[src/hdl/vgda_pkg.sv]
package vgda_pkg;

    localparam int MAX_X      = 64;
    localparam int MAX_Y      = 64;
    localparam int MAX_Z      = 64;
    localparam int SCORE_BITS = 16;

    localparam int CELL_COUNT = MAX_X * MAX_Y * MAX_Z;
    localparam int ADDR_W     = (CELL_COUNT > 1) ? $clog2(CELL_COUNT) : 1;
    localparam int X_W        = (MAX_X > 1) ? $clog2(MAX_X) : 1;
    localparam int Y_W        = (MAX_Y > 1) ? $clog2(MAX_Y) : 1;
    localparam int Z_W        = (MAX_Z > 1) ? $clog2(MAX_Z) : 1;
    localparam int MAX_D      = (MAX_X > MAX_Y) ? ((MAX_X > MAX_Z) ? MAX_X : MAX_Z)
                                                : ((MAX_Y > MAX_Z) ? MAX_Y : MAX_Z);
    localparam int DIM_E_W    = $clog2(MAX_D + 1);

    localparam int CFG_W      = 7;
    localparam int CFG_IDX_W  = 2;
    localparam int POS_W      = 6;
    localparam int VAL_W      = 16;
    localparam int LAYER_W    = 8;
    localparam int MEAN_W     = 32;
    localparam int SUM_W      = 64;
    localparam int SQ_W       = 2 * SCORE_BITS;
    localparam int CNT_W      = $clog2(CELL_COUNT + 1);
    localparam int CMP_W      = (POS_W > DIM_E_W) ? POS_W + 1 : DIM_E_W + 1;

    localparam logic [CFG_W-1:0] DIM_RESET = CFG_W'(64);

    localparam longint S_HI   = (64'sd1 <<< (SCORE_BITS - 1)) - 64'sd1;
    localparam longint S_LO   = -S_HI - 64'sd1;
    localparam longint O_HI   = (64'sd1 <<< (VAL_W - 1)) - 64'sd1;
    localparam longint O_LO   = -O_HI - 64'sd1;

    typedef logic signed [SCORE_BITS-1:0] t_score;
    typedef logic [ADDR_W-1:0]            t_addr;
    typedef logic [DIM_E_W-1:0]           t_edim;
    typedef logic [SUM_W-1:0]             t_sum;
    typedef logic [CNT_W-1:0]             t_cnt;

    typedef enum logic [1:0] {
        MODE_WRITE  = 2'd0,
        MODE_COLUMN = 2'd1,
        MODE_MEAN   = 2'd2,
        MODE_CLEAR  = 2'd3
    } t_mode;

    typedef enum logic [CFG_IDX_W-1:0] {
        CFG_DIM_X = 2'd0,
        CFG_DIM_Y = 2'd1,
        CFG_DIM_Z = 2'd2
    } t_cfg_idx;

    typedef enum logic [2:0] {
        ST_IDLE,
        ST_COL,
        ST_MS,
        ST_DRAIN,
        ST_DIV,
        ST_CLR,
        ST_OUT
    } t_state;

    typedef struct packed {
        logic   en;
        t_addr  addr;
        t_score data;
    } t_mem_wr;

    function automatic t_edim clamp_dim(input logic [CFG_W-1:0] v, input int limit);
        t_edim r;
        if (v == '0) begin
            r = t_edim'(1);
        end else if (int'(v) > limit) begin
            r = t_edim'(limit);
        end else begin
            r = t_edim'(v);
        end
        return r;
    endfunction

    function automatic t_addr cell_addr(input logic [X_W-1:0] x, input logic [Y_W-1:0] y,
                                        input logic [Z_W-1:0] z);
        return t_addr'(x) + t_addr'(MAX_X) * t_addr'(y)
             + t_addr'(MAX_X * MAX_Y) * t_addr'(z);
    endfunction

    function automatic t_score sat_in(input logic signed [VAL_W-1:0] v);
        logic signed [63:0] w;
        w = 64'(v);
        if (w > S_HI) w = S_HI;
        if (w < S_LO) w = S_LO;
        return w[SCORE_BITS-1:0];
    endfunction

    function automatic logic signed [VAL_W-1:0] sat_out(input t_score s);
        logic signed [63:0] w;
        w = 64'(s);
        if (w > O_HI) w = O_HI;
        if (w < O_LO) w = O_LO;
        return w[VAL_W-1:0];
    endfunction

endpackage

[src/hdl/vgda_div.sv]
module vgda_div (
    input  logic           i_clk,
    input  logic           i_rst_n,
    input  logic           i_start,
    input  vgda_pkg::t_sum i_dividend,
    input  vgda_pkg::t_cnt i_divisor,
    output logic           o_done,
    output vgda_pkg::t_sum o_quotient
);
    import vgda_pkg::*;

    localparam int STEP_W = $clog2(SUM_W);

    logic              r_busy;
    logic              r_done;
    logic [STEP_W-1:0] r_step;
    t_sum              r_dvd;
    t_sum              r_quo;
    t_cnt              r_rem;
    t_cnt              r_div;

    logic [CNT_W:0] trial;
    logic           ge;
    t_cnt           n_rem;

    always_comb begin
        trial = {r_rem, r_dvd[SUM_W-1]};
        ge    = trial >= {1'b0, r_div};
        n_rem = ge ? CNT_W'(trial - {1'b0, r_div}) : CNT_W'(trial);
    end

    always_ff @(posedge i_clk) begin
        if (!i_rst_n) begin
            r_busy <= 1'b0;
            r_done <= 1'b0;
            r_step <= '0;
        end else begin
            if (i_start) begin
                r_busy <= 1'b1;
                r_step <= '0;
                r_done <= 1'b0;
            end else if (r_busy) begin
                r_step <= r_step + 1'b1;
                r_busy <= r_step != STEP_W'(SUM_W - 1);
                r_done <= r_step == STEP_W'(SUM_W - 1);
            end else begin
                r_done <= 1'b0;
            end
        end
    end

    always_ff @(posedge i_clk) begin
        if (i_start) begin
            r_dvd <= i_dividend;
            r_div <= i_divisor;
            r_rem <= '0;
            r_quo <= '0;
        end else if (r_busy) begin
            r_rem <= n_rem;
            r_dvd <= {r_dvd[SUM_W-2:0], 1'b0};
            r_quo <= {r_quo[SUM_W-2:0], ge};
        end
    end

    assign o_done     = r_done;
    assign o_quotient = r_quo;

endmodule

[config.mk]
export PLATFORM = sky130hd
export DESIGN_NAME = vgda_div
export DESIGN_NICKNAME = d
export VERILOG_FILES = /design/src/hdl/vgda_pkg.sv /design/src/hdl/vgda_div.sv
export SDC_FILE = /design/constraint.sdc
export NUM_CORES = 1
export LEC_CHECK = 0
export BUFFER_PORTS_ARGS = -buffer_cell sky130_fd_sc_hd__buf_2
export CAP_MARGIN = 20
export CORE_ASPECT_RATIO = 0.8
export CORE_MARGIN = 2
export CORE_UTILIZATION = 50
export CTS_BUF_LIST = sky130_fd_sc_hd__clkbuf_4 sky130_fd_sc_hd__clkbuf_8
export DETAILED_ROUTE_END_ITERATION = 8
export PLACE_DENSITY = 0.77
export RECOVER_POWER = 50
export SETUP_SLACK_MARGIN = 0.4
export SLEW_MARGIN = 10
export SYNTH_ARGS = -nofsm -noshare
export SYNTH_HDL_FRONTEND = slang
export SYNTH_SLANG_ARGS = --single-unit
[constraint.sdc]
create_clock -name i_clk -period 3 [get_ports i_clk]
set_input_delay 0.6 -clock i_clk [delete_from_list [all_inputs] [get_ports i_clk]]
set_output_delay 0.6 -clock i_clk [all_outputs]
set_load 0.05 [all_outputs]
-- Word-level counts from Yosys, hierarchy flattened
Cells that the tools add are included.
- bits in registers: 174
- latch bits: 0
- memory bits (writable): 0
- ROM bits: 0
- input port bits: 86
- output and inout port bits: 65
- logic and storage cells: 22
- memories kept: 0
- add/sub/neg operators: 2
- multiply operators: 0
- div/mod/pow operators: 0
- order comparisons: 1
- equal/unequal tests: 2
- shifts and indexed selects: 0
- muxes and demuxes: 5
- bitwise gates (word level): 2
- reduce and logical (&&, ||, !) cells: 3
- operator list (cell ; number):
    $mux 64 ; 2
    $ge 20x19->1 ; 1
    $mux 19 ; 1
    $sub 19x19->19 ; 1
    $add 6x1->6 const B ; 1
    $eq 6x6->1 const B ; 1
    $ne 6x6->1 const B ; 1
    $reduce_or 3->1 ; 1
    $mux 1 ; 2
    $not 1->1 ; 2
    $reduce_bool 2->1 ; 1
    $reduce_or 2->1 ; 1

-- Longest topological paths before layout
Gate-level depths: netlist of run 1.
- word-level depth: 3
- depth in mapped cells: 12

-- Least setup slack after synthesis of run 1
OpenSTA, ideal clock, no wires.
- path type: input to register
- start: in i_start
- end: reg r_dvd[0], enable pin
- arrival: 2.426 ns
- slack: 0.156 ns
- stages: 4
- path buffers: 2
- cell sequence: clkbuf_1 clkbuf_1 nor2_1 inv_1
- cells in the longest elaborated chain, start to end: 1
- RTL lines (what ; line ; source):
    from (decl) ; vgda_div.sv:4 ; input logic i_start,
    $reduce_bool 2->1 (no source line) ; -- ;
    to (signal assigned) ; vgda_div.sv:54 ; r_dvd <= i_dividend;
    to (signal assigned) ; vgda_div.sv:60 ; r_dvd <= {r_dvd[SUM_W-2:0], 1'b0};
    to (decl) ; vgda_div.sv:17 ; t_sum r_dvd;
No other way between the ends.
A chain may end at the register's enable or synchronous reset.

-- Worst setup path in the final report of run 1
- start: reg r_div[0]
- end: reg r_rem[9]
- cells in the longest elaborated chain, start to end: 2
- elaborated cells on any way between the ends: 3
- RTL lines (what ; line ; source):
    from (decl) ; vgda_div.sv:20 ; t_cnt r_div;
    from (signal assigned) ; vgda_div.sv:55 ; r_div <= i_divisor;
    $sub 19x19->19 / $ge 20x19->1 (equally long branches) ; vgda_div.sv:29, vgda_div.sv:28 ;
    $mux 19 (*) ; vgda_div.sv:29 ; n_rem = ge ? CNT_W'(trial - {1'b0, r_div}) : CNT_W'(trial);
    to (signal assigned) ; vgda_div.sv:59 ; r_rem <= n_rem;
    to (decl) ; vgda_div.sv:19 ; t_cnt r_rem;
Mark *: on every way between the ends. The rest lies on a longest branch, timed or not.

==> impl_metrics.json, run 1 <==
{
  "ys_warn_count": 0,
  "min_to": "r_div[15]$_DFFE_PP_",
  "vias": 5206,
  "final_cells": 990,
  "crit_slowest_cell": "edfxtp_1",
  "grt_pass1_vias": 5000,
  "crit_required_ns": 3.31,
  "rsz0062_at_grt": "true",
  "crit_top_cell": "a211oi_2",
  "synth.area.top_cells": "edfxtp_1, dfxtp_1, mux2i_1",
  "clockPowerShare_pct": 33.9,
  "grt_overflow_total": 0,
  "syn_to_final_growth_pct": 19.7,
  "p_comb_share_pct": 13.3,
  "routed_wl_um": 15200,
  "end_kind": "register",
  "async_reset_ff_share_pct": 0,
  "start_kind": "register",
  "grt_use_met1_pct": 24.8,
  "setup_tns_ns": 0,
  "grt_max_degree": 65,
  "ys_ff_latch": 174,
  "grt.total_usage_pct": 18.8,
  "tightest_slew_ns": 1.49,
  "cts_tree": "yes",
  "drc": 0,
  "place_hpwl_um": 10500,
  "synth_ff_type": "dfxtp_1",
  "final_nets": 895,
  "synth_cells": 634,
  "top_usage_layer": "met2",
  "grt_pass1_wl_um": 24200,
  "gr-usage-met3_pct": 6.69,
  "std_cell_rows": 40,
  "die_y_um": 115,
  "min_path_cells": 1,
  "core_area_um2": 15000,
  "synth-seq-area-share_pct": 56.5,
  "hold-worst-slack_ns": 0.321,
  "cp.arrival_ns": 2.89,
  "clock_latency_ns": 0.44,
  "ir_drop_mv": 0.401,
  "die_width_um": 142,
  "setup_viol": 0,
  "crit_path_start": "r_div[0]$_DFFE_PP_",
  "synth-edff-count": 83,
  "cts.path.max_buffers": 2,
  "cts-root-buf": "clkbuf_8",
  "drtIter0Drc": 239,
  "cp_max_fo": 8,
  "synth_cell_type_count": 47,
  "p_per_area_nw_per_um2": 563,
  "fillCellCount": 1230,
  "max_slew_margin_pct": 0.708,
  "pwr-share-seq_pct": 52.7,
  "power.switching_mw": 1.28,
  "drive_above_1_share_pct": 30.2,
  "initial_core_util_pct": 51.0,
  "cap_violations": 0,
  "insertedDiodeCount": 0,
  "cpPeakStageDelay_ns": 0.43,
  "reg2reg_setup_slack_ns": 0.42,
  "hold_path.class": "primary input to register",
  "worstHoldStart": "i_divisor[15]",
  "postCtsHoldBufs": 0,
  "synth_top_cell_by_area": "edfxtp_1",
  "synth_area_um2": 7640,
  "via_per_inst": 5.26,
  "post-route-min-period_ns": 2.58,
  "design.die.area_um2": 16300,
  "status": "finished, final reports clean",
  "htreeDepth": 4,
  "grtUsageMet2_pct": 29.4,
  "clk_pin_slew_ns": 0.09,
  "place_inst": 948,
  "synth_top_area_share_pct": 32.6,
  "intPower_mw": 3.86,
  "hold_violations": 0,
  "drv_slew": 0,
  "cp_cell_sequence": "ha_4, fa_2, nand2b_4, a211oi_2, or3_4, o21ai_4, a22oi_4, buf_6, buf_12, mux2i_4, a211oi_2",
  "fin_crit_sh_pct": 85.9,
  "routabilityCongestion": 0.873,
  "drt_first_pass_iters": 4,
  "cts_made_buffers": 17,
  "antenna_found_initial": 2,
  "io_pins": 151,
  "ant_nets": 0,
  "skew_ns": 0.0145,
  "routedWlPerCell_um": 15.3,
  "r2r-end": "r_rem[9]$_SDFFE_PP0P_",
  "avgSynthCellArea_um2": 12.0,
  "reg2reg_from": "r_div[0]$_DFFE_PP_",
  "syn-num-nets": 741,
  "path_class": "register to register",
  "port_buffers": 150,
  "p_leak_nw": 3.71,
  "cts_num_sinks": 174,
  "swShare_pct": 24.9,
  "worstRegToRegCells": 11,
  "fmax_ghz": 0.388
}
layout make-up:
class,instances,area (µm²),area share [%]
sequential,174,4320,47.2
multi-input combinational,404,3170,34.7
timing repair buffer,167,891,9.75
clock buffer,19,255,2.79
tap,189,236,2.59
clock inverter,13,174,1.90
inverter,24,93.8,1.03
sequential cells by signal, indices dropped and copies added, names as in the netlist:
| register | count |
|---|---|
| o_done | 1 |
| r_step | 6 |
| o_quotient | 64 |
| r_dvd | 64 |
| r_rem | 19 |
| r_div | 19 |
| r_busy | 1 |
repair_timing:
| item | 4_1_cts | 5_1_grt |
|---|---|---|
| gates resized for setup | 1 | 26 |
| setup endpoints to repair | 16 | 19 |
| gates cloned | 0 | 0 |
| pin swaps | 1 | 13 |
| setup buffers | 2 | 8 |
metrics by stage:
| stage | power [mW] | area, µm² | setup WS, ns | utilization (%) |
|---|---|---|---|---|
| after detailed placement | 3.39 | 8570 | 0.317 | 57.3 |
| after global routing | 5.37 | 9140 | 0.260 | 61.1 |
| final | 5.15 | 9140 | 0.423 | 61.1 |
| after floorplan | 3.22 | 7640 | 0.414 | - |
| after global placement | 3.36 | 8570 | 0.440 | 57.3 |
| after CTS | 5.13 | 9020 | 0.397 | 60.3 |
power by group through the flow:
stage	clock, mW	combinational, mW	sequential (mW)
detailed placement	0	0.626	2.76
floorplan	0	0.490	2.73
global placement	0	0.600	2.76
CTS	1.79	0.632	2.71
global route	1.89	0.751	2.73
finish	1.75	0.686	2.71
cells in the mapped netlist (2+ instances only):
library cell and number:
nand4_1 7, edfxtp_1 83, nand3_1 5, xnor2_1 11, inv_1 24, and3_1 3, a21oi_1 16, a211oi_1 18
nand2_1 17, o21ai_1 3, ha_1 20, nor2b_1 2, nor4_1 2, o211ai_1 3, dfxtp_1 91, o21ai_0 8
xor2_1 8, nand2b_1 4, nor3_1 5, mux2_2 63, clkbuf_1 21, o21a_1 3, nor2_1 97, buf_1 8
or2_2 2, a31oi_1 3, a21o_1 6, mux2i_1 80, o21bai_1 3
critical path: cells and delay by family, from the launching register on:
family                   cells  cell delay (ns)
AO/OA/AOI/OAI                4             0.59
adder cells (fa/ha/maj)      2             0.59
buffers and inverters        2             0.26
flip-flops                   1             0.43
multiplexers                 1             0.23
AND/OR/NAND/NOR              2             0.34
worst max-delay path by stage:
| stage | end | slack [ns] | depth (start not counted) |
|---|---|---|---|
| finish | r_rem[9]$_SDFFE_PP0P_ | 0.42 | 11 |
| detailed placement | r_rem[9]$_SDFFE_PP0P_ | 0.32 | 11 |
| global placement | r_rem[13]$_SDFFE_PP0P_ | 0.44 | 11 |
| floorplan | r_dvd[0]$_SDFFCE_PN0P_ | 0.41 | 4 |
| global route | r_dvd[61]$_DFFE_PP_ | 0.26 | 4 |
| CTS | r_rem[15]$_SDFFE_PP0P_ | 0.40 | 11 |
cell families (layout without fill, tap and decap cells):
kind of cell / count (synthesis) / after routing / synth area share (%)
XOR/XNOR: 19 / 19 / 2.18
flip-flops: 174 / 174 / 56.5
adder cells (fa/ha/maj): 21 / 21 / 3.54
multiplexers: 143 / 143 / 19.8
buffers and inverters: 56 / 223 / 3.08
AO/OA/AOI/OAI: 72 / 72 / 6.55
AND/OR/NAND/NOR: 149 / 149 / 8.39
layer usage:
| metal | part of all wire, % | vias to the layer above |
|---|---|---|
| li1 | - | 2567 |
| met1 | 45 | 2495 |
| met2 | 47 | 126 |
| met3 | 6.5 | 16 |
| met4 | 1.1 | 2 |
| met5 | 0.086 | - |
placed cells by master, fill, tap and decap left out, types with 6 or more instances in the layout:
cell / netlist / routed
a21oi_1: 16 / 16
buf_2: 0 / 107
xor2_1: 8 / 8
clkbuf_8: 0 / 18
buf_4: 0 / 10
nand2_1: 17 / 17
clkbuf_1: 21 / 42
inv_1: 24 / 23
mux2i_1: 80 / 75
o21ai_0: 8 / 6
a211oi_1: 18 / 13
edfxtp_1: 83 / 83
mux2_2: 63 / 63
ha_1: 20 / 19
a211oi_2: 1 / 6
nor2_1: 97 / 97
xnor2_1: 11 / 11
dfxtp_1: 91 / 90
a21o_1: 6 / 6
nand4_1: 7 / 7
No activity file was read; power rests on OpenSTA's default activity.
==> run 2: changes to the inputs <==
--- a/config.mk
+++ b/config.mk
@@ -5,6 +5,7 @@
 export SDC_FILE = /design/constraint.sdc
 export NUM_CORES = 1
 export LEC_CHECK = 0
+export ABC_AREA = 1
 export BUFFER_PORTS_ARGS = -buffer_cell sky130_fd_sc_hd__buf_2
 export CAP_MARGIN = 20
 export CORE_ASPECT_RATIO = 0.8
==> impl_metrics.json, run 2 <==
{
  "routabilityCongestion": 0.928,
  "ys_ff_latch": 174,
  "fmax_ghz": 0.418,
  "drv_slew": 0,
  "crit_required_ns": 3.11,
  "grt_max_degree": 78,
  "cts_made_buffers": 17,
  "async_reset_ff_share_pct": 0,
  "postCtsHoldBufs": 0,
  "cp_num_cells": 4,
  "cts_tree": "yes",
  "post-synth-top-count-cell": "nand2_1",
  "hold_violations": 0,
  "synth_common_cells": "nand2_1, inv_1, dfxtp_1",
  "drt_first_pass_iters": 5,
  "cts.path.max_buffers": 2,
  "drtIter0Drc": 487,
  "std_cell_rows": 40,
  "synth_cell_type_count": 35,
  "skew_ns": 0.0106,
  "fillCellCount": 1349,
  "tightest_slew_ns": 1.50,
  "start_kind": "register",
  "grt_pass1_wl_um": 27600,
  "p_total_mw": 4.71,
  "synth_top_cell_by_area": "edfxtp_1",
  "clk_pin_slew_ns": 0.09,
  "status": "finished, final reports clean",
  "hold_path.class": "primary input to register",
  "r2r-end": "r_dvd[13]$_DFFE_PP_",
  "max_slew_margin_pct": 0.110,
  "syn-num-nets": 1028,
  "cts_resized": 0,
  "synth_ff_type": "dfxtp_1",
  "grt_overflow_total": 0,
  "ir_drop_mv": 0.411,
  "cts-root-buf": "clkbuf_8",
  "multiInputGateArea_um2": 2730,
  "synth_top_area_share_pct": 32.3,
  "worstRegToRegCells": 4,
  "htreeDepth": 4,
  "cts_num_sinks": 174,
  "cp_cell_sequence": "nor2_1, clkbuf_1, inv_4, buf_4",
  "drive_above_1_share_pct": 14.5,
  "cp.arrival_ns": 2.50,
  "cp_max_fo": 40,
  "place_area_um2": 8690,
  "crit_buf_inv": 3,
  "grt_use_met1_pct": 29.4,
  "synth_cells": 921,
  "top_usage_layer": "met2",
  "io_pins": 151,
  "setup_tns_ns": 0,
  "synth-edff-count": 83,
  "crit_path_start": "r_busy$_SDFF_PN0_",
  "routedWlPerCell_um": 13.2,
  "p_per_area_nw_per_um2": 522,
  "post-route-min-period_ns": 2.39,
  "worstSetupEndpoint": "r_dvd[13]$_DFFE_PP_",
  "final_common_cell": "nand2_1",
  "clock_latency_ns": 0.45,
  "core_area_um2": 15100,
  "grt.total_usage_pct": 21.4,
  "reg2reg_from": "r_busy$_SDFF_PN0_",
  "fin_area_um2": 9020,
  "critical_path.top_delay_family": "buffers and inverters",
  "gr-usage-met3_pct": 5.71,
  "synth.area.top_cells": "edfxtp_1, dfxtp_1, nand2_1",
  "antenna_found_initial": 1,
  "final_nets": 1173,
  "vias": 6332,
  "grtUsageMet2_pct": 33.3,
  "place_hpwl_um": 11900,
  "final_cell_mix": "nand2_1, inv_1, buf_2",
  "rsz0062_at_grt": "false",
  "avgSynthCellArea_um2": 8.38,
  "synth_area_um2": 7710,
  "grt_pass1_vias": 5734,
  "reg2reg_setup_slack_ns": 0.61,
  "path_class": "register to register",
  "ant_nets": 0,
  "setup_ws_ns": 0.610,
  "port_buffers": 150,
  "via_per_inst": 4.91,
  "regArea_um2": 4310,
  "cpPeakStageDelay_ns": 0.79,
  "end_kind": "register",
  "setup_viol": 0,
  "p_leak_nw": 4.17,
  "cap_violations": 0,
  "initial_core_util_pct": 51.2,
  "die_width_um": 143,
  "syn_to_final_growth_pct": 16.9,
  "place_ws_ns": 0.684,
  "crit_slowest_cell": "dfxtp_1",
  "drc": 0,
  "ys_warn_count": 0,
  "synth-seq-area-share_pct": 55.9,
  "die_y_um": 115,
  "routed_wl_um": 17000,
  "fin_crit_sh_pct": 79.7,
  "design.die.area_um2": 16400,
  "postCtsSetupBuffers": 0
}
==> run 2: layout make-up <==
class	count	area share, %
Timing Repair Buffer	160	8.60
Inverter	141	5.90
Multi-Input combinational cell	572	30.3
Tap cell	210	2.91
Clock inverter	15	1.87
Antenna cell	1	0.0277
Sequential cell	174	47.8
Clock buffer	17	2.59
==> run 2: worst min path at each step <==
stage	startpoint	to	slack (ns)	depth (start not counted)
after floorplan	r_step[2]$_SDFFE_PP0P_	r_step[2]$_SDFFE_PP0P_	0.44	1
after global placement	o_quotient[63]$_SDFFE_PP0P_	o_quotient[63]$_SDFFE_PP0P_	0.43	2
after detailed placement	o_quotient[63]$_SDFFE_PP0P_	o_quotient[63]$_SDFFE_PP0P_	0.45	2
after CTS	i_divisor[4]	r_div[4]$_DFFE_PP_	0.29	1
after global routing	i_divisor[4]	r_div[4]$_DFFE_PP_	0.28	1
final	i_divisor[12]	r_div[12]$_DFFE_PP_	0.31	1
==> run 2: power by group <==
group / internal, mW / switching, mW / leakage [nW]
logic: 0.145 / 0.260 / 2.38
registers: 2.62 / 0.0381 / 1.58
clock network: 0.729 / 0.917 / 0.210
total: 3.50 / 1.22 / 4.17
==> run 2: through the flow <==
stage | std cells | hold slack, ns | util [%]
after global routing | 1289 | 0.279 | 59.9
after CTS | 1289 | 0.286 | 60.4
after floorplan | 921 | 0.443 | -
after global placement | 1257 | 0.435 | 57.7
final | 1290 | 0.315 | 59.9
after detailed placement | 1257 | 0.451 | 57.7
==> run 2: per-layer routing <==
layer  share of wire (%)  vias up  routed length [µm]
met3                 6.1       31                1040
met4                 2.0        0                 337
li1                    -     3262                   -
met1                  47     2868                7970
met2                  45      171                7640
met5                   0        -                   0
==> run 2: kinds of logic after synthesis <==
group / count (synthesis) / synth area share [%]
AO/OA/AOI/OAI: 96 / 7.43
XOR/XNOR: 6 / 0.681
adder cells (fa/ha/maj): 21 / 3.50
buffers and inverters: 175 / 8.68
flip-flops: 174 / 55.9
AND/OR/NAND/NOR: 449 / 23.8
==> run 2: worst register-to-register path, delay by kind of cell (launching register included) <==
kind,cells,cell delay (ns)
AND/OR/NAND/NOR,1,0.11
flip-flops,1,0.79
buffers and inverters,3,1.13
